File: src/rsbm_pkg.sv
// Shared widths, defaults and operation codes for the ring slot buffer manager.
package rsbm_pkg;

  // Default number of storage slots.
  localparam int unsigned SlotsDef = 256;

  // Fixed field widths of the request and response transactions.
  localparam int unsigned OpW    = 2;
  localparam int unsigned IdxW   = 16;
  localparam int unsigned SlotW  = 8;
  localparam int unsigned CountW = 9;

  // One memory entry holds the occupancy bit above the sequence index.
  localparam int unsigned EntW = IdxW + 1;

  // Operation codes carried by a request.
  typedef enum logic [OpW-1:0] {
    OP_STORE  = 2'd0,
    OP_FETCH  = 2'd1,
    OP_REMOVE = 2'd2,
    OP_CLEAR  = 2'd3
  } op_e;

endpackage

File: src/rsbm_if.sv
// Request and response channel interfaces of the ring slot buffer manager.
interface rsbm_req_if;
  logic                       valid;
  logic                       ready;
  logic [rsbm_pkg::OpW-1:0]   operation;
  logic [rsbm_pkg::IdxW-1:0]  seq_index;

  modport source (output valid, output operation, output seq_index, input ready);
  modport sink   (input valid, input operation, input seq_index, output ready);
endinterface

interface rsbm_rsp_if;
  logic                         valid;
  logic                         ready;
  logic [rsbm_pkg::SlotW-1:0]   slot;
  logic [rsbm_pkg::IdxW-1:0]    assigned_index;
  logic                         found;
  logic [rsbm_pkg::CountW-1:0]  occupied_count;

  modport source (output valid, output slot, output assigned_index, output found,
                  output occupied_count, input ready);
  modport sink   (input valid, input slot, input assigned_index, input found,
                  input occupied_count, output ready);
endinterface

File: src/ring_slot_buffer_manager.sv
// One transaction is in work at a time: store, fetch and remove pass the scan, finish
// and response states, a clear the clear and response states, before the next is taken.
// Throughput is set by the single-port slot memory, which is scanned one entry per cycle.
// A finished response waits in the output register while the next request is taken.
// Reset (rst_ni low, asynchronous) starts a clearing pass over every entry of the slot
// memory, during which no request is accepted; a clear request runs the same pass.
module ring_slot_buffer_manager #(
  parameter int unsigned Slots = rsbm_pkg::SlotsDef
) (
  input  logic        clk_i,
  input  logic        rst_ni,
  rsbm_req_if.sink    req_i,
  rsbm_rsp_if.source  rsp_o
);

  localparam int unsigned AW   = (Slots > 1) ? $clog2(Slots) : 1;
  localparam int unsigned CW   = $clog2(Slots + 1);
  localparam int unsigned IW   = rsbm_pkg::IdxW;
  localparam int unsigned EW   = rsbm_pkg::EntW;
  localparam int unsigned SW   = rsbm_pkg::SlotW;
  localparam int unsigned NW   = rsbm_pkg::CountW;
  localparam logic [AW-1:0] LastSlot = AW'(Slots - 1);
  localparam logic [CW-1:0] SlotsC   = CW'(Slots);

  typedef enum logic [2:0] {
    ST_IDLE,
    ST_SCAN,
    ST_FINISH,
    ST_CLEAR,
    ST_RESP
  } state_e;

  state_e            state_q;
  rsbm_pkg::op_e     op_q;
  logic [IW-1:0]     want_q;
  logic [AW-1:0]     addr_q;
  logic [CW-1:0]     cnt_q;
  logic [CW-1:0]     len_q;
  logic              rd_vld_q;
  logic [AW-1:0]     rd_addr_q;
  logic              hit_q;
  logic [AW-1:0]     hit_slot_q;
  logic              hit_occ_q;
  logic              best_vld_q;
  logic [AW-1:0]     best_slot_q;
  logic [IW-1:0]     best_age_q;
  logic [IW-1:0]     last_idx_q;
  logic [AW-1:0]     last_sent_q;
  logic [CW-1:0]     total_q;
  logic              clr_rsp_q;
  logic [AW-1:0]     res_slot_q;
  logic [IW-1:0]     res_idx_q;
  logic              res_found_q;
  logic              rsp_valid_q;
  logic [SW-1:0]     rsp_slot_q;
  logic [IW-1:0]     rsp_idx_q;
  logic              rsp_found_q;
  logic [NW-1:0]     rsp_count_q;

  // Slot memory: occupancy bit over sequence index, one read or write per cycle.
  logic [EW-1:0]     mem_q [Slots];
  logic [EW-1:0]     rdata_q;
  logic              mem_re;
  logic [AW-1:0]     mem_ra;
  logic              mem_we;
  logic [AW-1:0]     mem_wa;
  logic [EW-1:0]     mem_wd;

  // Shared compare unit signals.
  logic              rd_occ;
  logic [IW-1:0]     rd_idx;
  logic [IW-1:0]     age;
  logic              cmp_hit;
  logic              older;
  logic [AW-1:0]     store_slot;
  logic [IW-1:0]     next_idx;

  function automatic logic [AW-1:0] next_slot(input logic [AW-1:0] a);
    logic [AW-1:0] r;
    r = (a == LastSlot) ? '0 : a + AW'(1);
    return r;
  endfunction

  assign req_i.ready = (state_q == ST_IDLE);

  assign rsp_o.valid          = rsp_valid_q;
  assign rsp_o.slot           = rsp_slot_q;
  assign rsp_o.assigned_index = rsp_idx_q;
  assign rsp_o.found          = rsp_found_q;
  assign rsp_o.occupied_count = rsp_count_q;

  // Compare unit: one subtract and compare on each entry read back from memory.
  always_comb begin
    rd_occ     = rdata_q[EW-1];
    rd_idx     = rdata_q[IW-1:0];
    age        = last_idx_q - rd_idx;
    older      = 1'b0;
    next_idx   = last_idx_q + IW'(1);
    store_slot = hit_q ? hit_slot_q : best_slot_q;
    case (op_q)
      rsbm_pkg::OP_STORE: begin
        cmp_hit = !rd_occ;
        older   = !best_vld_q || (age > best_age_q);
      end
      rsbm_pkg::OP_FETCH:  cmp_hit = rd_occ;
      rsbm_pkg::OP_REMOVE: cmp_hit = (rd_idx == want_q);
      default:             cmp_hit = 1'b0;
    endcase
  end

  // Memory port control.
  always_comb begin
    mem_re = (state_q == ST_SCAN) && (cnt_q != len_q);
    mem_ra = addr_q;
    mem_we = 1'b0;
    mem_wa = addr_q;
    mem_wd = '0;
    if (state_q == ST_CLEAR) begin
      mem_we = 1'b1;
    end else if (state_q == ST_FINISH) begin
      if (op_q == rsbm_pkg::OP_STORE) begin
        mem_we = 1'b1;
        mem_wa = store_slot;
        mem_wd = {1'b1, next_idx};
      end else if (op_q == rsbm_pkg::OP_REMOVE && hit_q) begin
        mem_we = 1'b1;
        mem_wa = hit_slot_q;
        mem_wd = {1'b0, want_q};
      end
    end
  end

  always_ff @(posedge clk_i) begin
    if (mem_we) begin
      mem_q[mem_wa] <= mem_wd;
    end
    if (mem_re) begin
      rdata_q <= mem_q[mem_ra];
    end
  end

  // Sequencer with state and registered response.
  always_ff @(posedge clk_i or negedge rst_ni) begin
    if (!rst_ni) begin
      state_q     <= ST_CLEAR;
      op_q        <= rsbm_pkg::OP_CLEAR;
      want_q      <= '0;
      addr_q      <= '0;
      cnt_q       <= '0;
      len_q       <= '0;
      rd_vld_q    <= 1'b0;
      rd_addr_q   <= '0;
      hit_q       <= 1'b0;
      hit_slot_q  <= '0;
      hit_occ_q   <= 1'b0;
      best_vld_q  <= 1'b0;
      best_slot_q <= '0;
      best_age_q  <= '0;
      last_idx_q  <= '0;
      last_sent_q <= LastSlot;
      total_q     <= '0;
      clr_rsp_q   <= 1'b0;
      res_slot_q  <= '0;
      res_idx_q   <= '0;
      res_found_q <= 1'b0;
      rsp_valid_q <= 1'b0;
      rsp_slot_q  <= '0;
      rsp_idx_q   <= '0;
      rsp_found_q <= 1'b0;
      rsp_count_q <= '0;
    end else begin
      // The response state loads the next response itself when the current one is taken.
      if (rsp_valid_q && rsp_o.ready && (state_q != ST_RESP)) begin
        rsp_valid_q <= 1'b0;
      end
      case (state_q)
        ST_IDLE: begin
          if (req_i.valid) begin
            op_q       <= rsbm_pkg::op_e'(req_i.operation);
            want_q     <= req_i.seq_index;
            hit_q      <= 1'b0;
            best_vld_q <= 1'b0;
            rd_vld_q   <= 1'b0;
            cnt_q      <= '0;
            if (rsbm_pkg::op_e'(req_i.operation) == rsbm_pkg::OP_CLEAR) begin
              state_q     <= ST_CLEAR;
              addr_q      <= '0;
              clr_rsp_q   <= 1'b1;
              last_idx_q  <= '0;
              last_sent_q <= LastSlot;
              total_q     <= '0;
            end else if (rsbm_pkg::op_e'(req_i.operation) == rsbm_pkg::OP_FETCH) begin
              state_q <= ST_SCAN;
              addr_q  <= next_slot(last_sent_q);
              len_q   <= SlotsC - CW'(1);
            end else begin
              state_q <= ST_SCAN;
              addr_q  <= '0;
              len_q   <= SlotsC;
            end
          end
        end
        ST_SCAN: begin
          rd_vld_q  <= mem_re;
          rd_addr_q <= addr_q;
          if (mem_re) begin
            addr_q <= next_slot(addr_q);
            cnt_q  <= cnt_q + CW'(1);
          end
          if (rd_vld_q) begin
            if (cmp_hit && !hit_q) begin
              hit_q      <= 1'b1;
              hit_slot_q <= rd_addr_q;
              hit_occ_q  <= rd_occ;
            end
            if (op_q == rsbm_pkg::OP_STORE && older) begin
              best_vld_q  <= 1'b1;
              best_slot_q <= rd_addr_q;
              best_age_q  <= age;
            end
          end
          if (!mem_re && !rd_vld_q) begin
            state_q <= ST_FINISH;
          end
        end
        ST_FINISH: begin
          state_q <= ST_RESP;
          case (op_q)
            rsbm_pkg::OP_STORE: begin
              res_slot_q  <= store_slot;
              res_idx_q   <= next_idx;
              res_found_q <= 1'b1;
              last_idx_q  <= next_idx;
              total_q     <= total_q + CW'(hit_q);
            end
            rsbm_pkg::OP_FETCH: begin
              res_slot_q  <= hit_q ? hit_slot_q : '0;
              res_idx_q   <= '0;
              res_found_q <= hit_q;
              if (hit_q) begin
                last_sent_q <= hit_slot_q;
              end
            end
            rsbm_pkg::OP_REMOVE: begin
              res_slot_q  <= hit_q ? hit_slot_q : '0;
              res_idx_q   <= '0;
              res_found_q <= hit_q;
              total_q     <= total_q - CW'(hit_q && hit_occ_q);
            end
            default: begin
              res_slot_q  <= '0;
              res_idx_q   <= '0;
              res_found_q <= 1'b0;
            end
          endcase
        end
        ST_CLEAR: begin
          addr_q <= addr_q + AW'(1);
          cnt_q  <= cnt_q + CW'(1);
          if (cnt_q == SlotsC - CW'(1)) begin
            clr_rsp_q   <= 1'b0;
            res_slot_q  <= '0;
            res_idx_q   <= '0;
            res_found_q <= 1'b0;
            state_q     <= clr_rsp_q ? ST_RESP : ST_IDLE;
          end
        end
        ST_RESP: begin
          if (!rsp_valid_q || rsp_o.ready) begin
            rsp_valid_q <= 1'b1;
            rsp_slot_q  <= SW'(res_slot_q);
            rsp_idx_q   <= res_idx_q;
            rsp_found_q <= res_found_q;
            rsp_count_q <= NW'(total_q);
            state_q     <= ST_IDLE;
          end
        end
        default: state_q <= ST_IDLE;
      endcase
    end
  end

endmodule

File: src/flat_wrapper.sv
// flat-port wrapper written by rule: the top's interface ports become plain ports
module ring_slot_buffer_manager_flat 
#(
  parameter int unsigned Slots = rsbm_pkg::SlotsDef
)
  (clk_i, rst_ni, req_i_valid, req_i_operation, req_i_seq_index, req_i_ready, rsp_o_valid, rsp_o_slot, rsp_o_assigned_index, rsp_o_found, rsp_o_occupied_count, rsp_o_ready);
  rsbm_req_if req_i_i ();
  rsbm_rsp_if rsp_o_i ();
  input  logic clk_i;
  input  logic rst_ni;
  input wire logic [$bits(req_i_i.valid)-1:0] req_i_valid;
  input wire logic [$bits(req_i_i.operation)-1:0] req_i_operation;
  input wire logic [$bits(req_i_i.seq_index)-1:0] req_i_seq_index;
  output wire logic [$bits(req_i_i.ready)-1:0] req_i_ready;
  output wire logic [$bits(rsp_o_i.valid)-1:0] rsp_o_valid;
  output wire logic [$bits(rsp_o_i.slot)-1:0] rsp_o_slot;
  output wire logic [$bits(rsp_o_i.assigned_index)-1:0] rsp_o_assigned_index;
  output wire logic [$bits(rsp_o_i.found)-1:0] rsp_o_found;
  output wire logic [$bits(rsp_o_i.occupied_count)-1:0] rsp_o_occupied_count;
  input wire logic [$bits(rsp_o_i.ready)-1:0] rsp_o_ready;
  assign req_i_i.valid = req_i_valid;
  assign req_i_i.operation = req_i_operation;
  assign req_i_i.seq_index = req_i_seq_index;
  assign req_i_ready = req_i_i.ready;
  assign rsp_o_valid = rsp_o_i.valid;
  assign rsp_o_slot = rsp_o_i.slot;
  assign rsp_o_assigned_index = rsp_o_i.assigned_index;
  assign rsp_o_found = rsp_o_i.found;
  assign rsp_o_occupied_count = rsp_o_i.occupied_count;
  assign rsp_o_i.ready = rsp_o_ready;
  ring_slot_buffer_manager #(.Slots(Slots)) u_core (.clk_i(clk_i), .rst_ni(rst_ni), .req_i(req_i_i), .rsp_o(rsp_o_i));
endmodule
File: config.mk
export PLATFORM = sky130hd
export DESIGN_NAME = ring_slot_buffer_manager_flat
export DESIGN_NICKNAME = d
export VERILOG_FILES = /design/src/rsbm_pkg.sv /design/src/rsbm_if.sv /design/src/ring_slot_buffer_manager.sv /design/src/flat_wrapper.sv
export SDC_FILE = /design/constraint.sdc
export NUM_CORES = 2
export LEC_CHECK = 0
export BUFFER_PORTS_ARGS = -buffer_cell sky130_fd_sc_hd__buf_2
export CAP_MARGIN = 5
export CORE_MARGIN = 5
export CORE_UTILIZATION = 30
export CTS_BUF_LIST = sky130_fd_sc_hd__clkbuf_2 sky130_fd_sc_hd__clkbuf_4 sky130_fd_sc_hd__clkbuf_8
export DETAILED_ROUTE_END_ITERATION = 12
export HOLD_SLACK_MARGIN = 0.15
export PLACE_DENSITY = 0.49
export SLEW_MARGIN = 10
export SYNTH_ARGS = -nofsm -noshare
export SYNTH_HDL_FRONTEND = slang
export SYNTH_MEMORY_MAX_BITS = 65536
export SYNTH_SLANG_ARGS = --single-unit
File: constraint.sdc
create_clock -name clk_i -period 18.6 [get_ports clk_i]
set_input_delay 1.86 -clock clk_i [delete_from_list [all_inputs] [get_ports clk_i]]
set_output_delay 1.86 -clock clk_i [all_outputs]
set_load 0.02 [all_outputs]
**Word-level counts from Yosys, hierarchy flattened**

Memories as Yosys holds them, arrays and structs flattened. A register that Yosys moved wholly into a read port is not among the register bits.
Index checks and enable logic that the tools add are counted.

- Bits in registers: 185
- RAM bits: 4,352
- Input bits: 22
- Output and inout port bits: 36
- Word-level logic and storage cells: 174
- Memories kept: 1

Memory list:

| memory | words | bits a word | rd ports | clocked after Yosys merged registers in | write ports | RTL line | RTL |
|---|---|---|---|---|---|---|---|
| u_core.mem_q | 256 | 17 | 1 | 1 | 1 | ring_slot_buffer_manager.sv:61 | `logic [EW-1:0] mem_q [Slots];` |

- Add/sub/neg operators: 7
- $lt $le $gt $ge: 1
- Eq/ne operators: 27
- Multiplexer cells: 72
- Bitwise operators: 1
- Reduce and logical (&&, ||, !) cells: 39

Operators with widths:

| operator | number |
|---|---|
| two-way mux 8 bit | 17 |
| two-way mux 16 bit | 6 |
| case mux 16 bit (2 select lines) | 2 |
| two-way mux 17 bit | 3 |
| case mux 8 bit (2 select lines) | 3 |
| two-way mux 9 bit | 5 |
| case mux 9 bit (2 select lines) | 2 |
| case mux 9 bit (3 select lines) | 1 |
| case mux 8 bit (3 select lines) | 1 |
| AND reduction 4 bit | 6 |
| two-way mux 1 bit | 18 |
| adder 16 x 1 -> 16 bit (second input constant) | 1 |
| adder 8 x 1 -> 8 bit (second input constant) | 2 |
| == test 16 bit | 1 |
| == test 8 bit (second input constant) | 2 |
| greater-than comparator 16 bit | 1 |
| subtractor 16 bit | 1 |
| two-way mux 3 bit | 5 |
| case mux 3 bit (5 select lines) | 1 |
| != test 2 bit (second input constant) | 7 |
| case mux 1 bit (2 select lines) | 6 |
| AND reduction 3 bit | 4 |
| != test 2 x 1 -> 1 bit (second input constant) | 5 |
| adder 9 x 1 -> 9 bit | 1 |
| other kinds (23) | 46 |

**Logic depth before layout (Yosys ltp)**

- Depth in word-level cells: 8
- Gate-level depth with buffers: 21

**Worst setup path before layout**

No wires, ideal clock.

- Kind: flip-flop to flip-flop
- From: register u_core.op_q[0]
- To: memory u_core.mem_q[0][1] (netlist bit), data pin
- Library setup time: 864 ps
- Arrival time: 7,574 ps
- Setup slack: 10,161 ps
- Stages on the path, launching flop included: 7
- Buffers on the path: 1
- Period minus slack after synthesis: 8,439 ps
- Cells stage by stage: dfstp_2 inv_1 ha_1 clkbuf_1 nand2_1 inv_1 a22o_1

- Longest elaborated chain between the ends: 6

RTL lines:

| element | RTL line | RTL |
|---|---|---|
| from (decl) | ring_slot_buffer_manager.sv:34 | `rsbm_pkg::op_e op_q;` |
| from (signal assigned) | ring_slot_buffer_manager.sv:146 | `op_q <= rsbm_pkg::OP_CLEAR;` |
| from (signal assigned) | ring_slot_buffer_manager.sv:179 | `op_q <= rsbm_pkg::op_e'(req_i.operation);` |
| == test 2 bit | ring_slot_buffer_manager.sv:125 | `end else if (op_q == rsbm_pkg::OP_REMOVE && hit_q) begin` |
| logical AND 1 bit | ring_slot_buffer_manager.sv:125 |  |
| two-way mux 16 bit | ring_slot_buffer_manager.sv:125 |  |
| two-way mux 17 bit * | ring_slot_buffer_manager.sv:121 | `if (op_q == rsbm_pkg::OP_STORE) begin` |
| two-way mux 17 bit * | ring_slot_buffer_manager.sv:120 | `end else if (state_q == ST_FINISH) begin` |
| two-way mux 17 bit * | ring_slot_buffer_manager.sv:118 | `if (state_q == ST_CLEAR) begin` |
| named net u_core.mem_wd[1] | ring_slot_buffer_manager.sv:67 | `logic [EW-1:0] mem_wd;` |
| to (decl) | ring_slot_buffer_manager.sv:61 |  |

The timed path passes the listed nets; every way through them passes the cells marked *.

==> results.tsv <==
stage	metric	value	unit
final_layout	final_cells	17350	
floorplan	io_pins	58	
place	hpwl	300.5	mm
setup_path	crit_chain	buf_4 > buf_4 > buf_12 > buf_4 > mux4_2 > o22ai_1 > or4_1 > nor4_1 > nand4_1 > nor2_1	
route	wl_per_cell	29.62	um
clock_network	clk_latency	1.29	ns
run	drv_cap	0	
final_layout	fin_area	202200	um^2
hold_path	hold_class	reg2reg	
setup_path	crit_path_frequent_cell	buf_4	
route	routed_via_density	5.106	
clock_network	cts_sinks	4547	
timing	setup_viol	0	
pwr	swShare	29.65	%
pwr	p_seq_share	46.3	%
timing	worstMarginPinSlew	1.324	ns
floorplan	die_y	776.9	um
clock_network	post_cts_buffers	0	
timing	slew_violations	0	
final_layout	layout.area.seq	135700	um^2
clock_network	clock_path_buffers	4	
synth	yosys_warnings	0	
route	drt_pass1_iterations	5	
route	drc_errors	0	
timing	period_share	36.32	%
final_layout	num-fill-cells	54410	
place	dp_worst_setup_slack	11.80	ns
floorplan	coreArea	586100	um^2
synth	synth_flop_cell	edfxtp_1	
synth	synth_edf_count	4369	
grt	grt_pass1_wl	717.6	mm
synth	syn_inst	8273	
pwr	power.density	124.8	nW/um^2
pwr	power_switching	7485	uW
route	first_iter_violations	9755	
timing	hold_viol	0	
synth	ys_ff_latch	4547	
route	vias	88610	
timing	relSlewSlack	11.72	%
synth	synth_area	176400	um^2
setup_path	crit_path_end_kind	register	
synth	ys_async_sr_fraction	3.915	%
clock_network	cts_root_buf	clkbuf_8	
synth	synth_fp_nets	8345	
setup_path	arrival	7.88	ns
final_layout	final_nets	9052	
final_layout	multi_input_area	39080	um^2
setup_path	worstPathRequired	19.72	ns
place	gp_congestion	0.8490	
setup_path	crit_type	reg2reg	
clock_network	cts.clk_slew.worst_paths	0.06	ns
pwr	p_comb_share	20.0	%
clock_network	cts_tree	done	
clock_network	hold_buffers	0	
final_layout	area_delta_synth_final	14.60	%
clock_network	cts_resized	0	
grt	grt_antenna_before_repair	30	
grt	grt.total_usage	16.57	%
synth	ys_types	74	
timing	setup_ws	11.84	ns
place	io_buffer_count	57	
pwr	p_int	17760	uW
setup_path	cp_max_fo	89	
place	dp.cells	16010	
pwr	pwr-share-clk	33.7	%
timing	fin_crit	6.755	ns
pwr	ir_worst_vdd	0.1097	mV
status	outcome	finished, final reports clean	
setup_path	cpPeakStageDelay	0.86	ns
setup_path	cp_slowest_cell	buf_4	
synth	syn_avg_cell_area	21.33	um^2
floorplan	start_util	30.11	%
place	place_area	187800	um^2
clock_network	htreeDepth	6	
grt	grt_pass1_vias	91080	
pwr	power.leakage	0.05544	uW
grt	gr-total-overflow	0	
floorplan	rows	281	
floorplan	die_x	776.9	um
timing	fmax	148.0	MHz
clock_network	cts-buffers-inserted	753	
timing	fin_skew	0.1193	ns
route	drtAntennaViolNets	0	
final_layout	drive_gt1_share	31.34	%
synth	yosysSeqAreaShare	76.89	%
floorplan	fp.dieArea	603600	um^2
grt	grt_max_degree	189	
timing	final.setup.tns	0	ns
timing	rsz0062_at_grt	false	
setup_path	cp-start-kind	register	
route	finalWirelength	513.9	mm
-- power groups by stage --
stage	logic, uW	clock network, uW	registers [uW]
floorplan	3490	0	11700
global placement	5080	0	11900
detailed placement	5120	0	11900
CTS	5140	8730	11700
global route	5400	9200	11700
finish	5050	8520	11700
-- Yosys cell counts (45+ instances only) --
cell	instances	area share (%)
a21o_1	52	0.22
nor2_1	576	1.2
edfxtp_1	4369	74
o22ai_1	175	0.62
buf_1	47	0.10
clkbuf_1	184	0.39
mux4_2	1137	15
nand2_1	270	0.57
nand3_1	45	0.13
a21oi_1	107	0.30
dfrtp_1	166	2.4
mux2i_1	191	1.1
buf_4	90	0.38
buf_2	109	0.31
mux2_2	70	0.45
o21ai_0	91	0.26
inv_1	53	0.11
ha_1	48	0.34
-- cell usage in the layout, fill, tap and decap left out, types with 16 or more instances in the layout --
master,n
ha_1,48
o32ai_1,21
nand3_1,29
mux4_2,1137
clkinv_2,63
o22ai_1,175
o221ai_1,29
a21o_1,37
clkbuf_4,246
inv_1,52
nor3_1,17
nor4_1,42
mux2i_1,191
o21ai_0,91
nor2_2,113
mux2_2,70
nand2_1,267
nand3_2,16
edfxtp_1,4369
xnor2_1,33
clkinv_1,195
nor2_4,44
clkbuf_8,776
dfrtp_1,160
a22oi_1,34
buf_4,334
nand4_1,33
a32oi_1,19
or4_1,17
nor2_1,419
xor2_1,21
a21oi_1,105
buf_2,56
-- per-stage QoR --
step	power [uW]	hold WS, ns	util [%]
after floorplan	15220	0.4455	-
final	25240	0.4746	34.50
after global placement	16950	0.4600	32.04
after detailed placement	17010	0.4670	32.04
after global routing	26290	0.4929	34.50
after CTS	25540	0.4803	34.49
-- registers in the layout, indices dropped and copies added, names as in the netlist, 8 cells and up --
| signal | flops |
|---|---|
| u_core.rsp_o.slot | 8 |
| u_core.rsp_o.occupied_count | 9 |
| u_core.best_slot_q | 8 |
| u_core.rsp_o.assigned_index | 16 |
| u_core.rdata_q | 17 |
| u_core.last_sent_q | 8 |
| u_core.last_idx_q | 16 |
| u_core.want_q | 16 |
| u_core.res_idx_q | 16 |
| u_core.addr_q | 8 |
| u_core.cnt_q | 9 |
| u_core.rd_addr_q | 8 |
| u_core.hit_slot_q | 8 |
| u_core.total_q | 9 |
| u_core.best_age_q | 16 |
| u_core.res_slot_q | 8 |
| u_core.mem_q | 4352 |
-- worst paths after layout --
| path | start | endpoint | slack [ns] | depth (start not counted) |
|---|---|---|---|---|
| max in group asynchronous | rst_ni | u_core.addr_q[0] | 16.37 | 2 |
| min in group asynchronous | rst_ni | u_core.rsp_o.occupied_count[3] | 0.75 | 1 |
| setup reg to reg | u_core.addr_q[0] | u_core.rdata_q[14] | 11.84 | 10 |
| setup / recovery | u_core.addr_q[0] | u_core.rdata_q[14] | 11.84 | 10 |
| hold / removal | u_core.rsp_o.occupied_count[0] | u_core.rsp_o.occupied_count[0] | 0.47 | 2 |
| hold reg to reg | u_core.rsp_o.occupied_count[0] | u_core.rsp_o.occupied_count[0] | 0.47 | 2 |
-- cell type report --
| type | count | share of cell area, % |
|---|---|---|
| sequential | 4547 | 67.10 |
| multi-input combinational | 3216 | 19.33 |
| clock buffer | 1020 | 6.182 |
| tap | 7782 | 4.815 |
| timing repair buffer | 406 | 1.531 |
| clock inverter | 313 | 0.9121 |
| inverter | 56 | 0.1114 |
| antenna | 13 | 0.01609 |
-- per-layer routing --
layer	vias up	track usage, %	part of all wire, %
met1	48400	23.51	43
li1	35990	-	-
met2	3522	26.33	47
met5	-	0	0.046
met3	695	3.110	7.1
met4	9	4.155	2.4
-- logic make-up (layout without fill, tap and decap cells) --
group | after synthesis | count (layout) | share of synthesized area [%]
adder cells (fa/ha/maj) | 50 | 50 | 0.3631
XOR/XNOR | 54 | 54 | 0.2681
AO/OA/AOI/OAI | 624 | 624 | 2.327
multiplexers | 1398 | 1398 | 16.04
AND/OR/NAND/NOR | 1090 | 1090 | 2.656
buffers and inverters | 510 | 1795 | 1.454
flip-flops | 4547 | 4547 | 76.89
other | 0 | 13 | 0
-- worst max-delay path, delay by kind of cell (launching register included) --
kind,cells,cell delay [ns]
buf+inv,4,2.81
simple gates,4,2.15
flops,1,0.80
mux,1,0.38
compound gates,1,0.10
(Power assumes the default switching activity.)
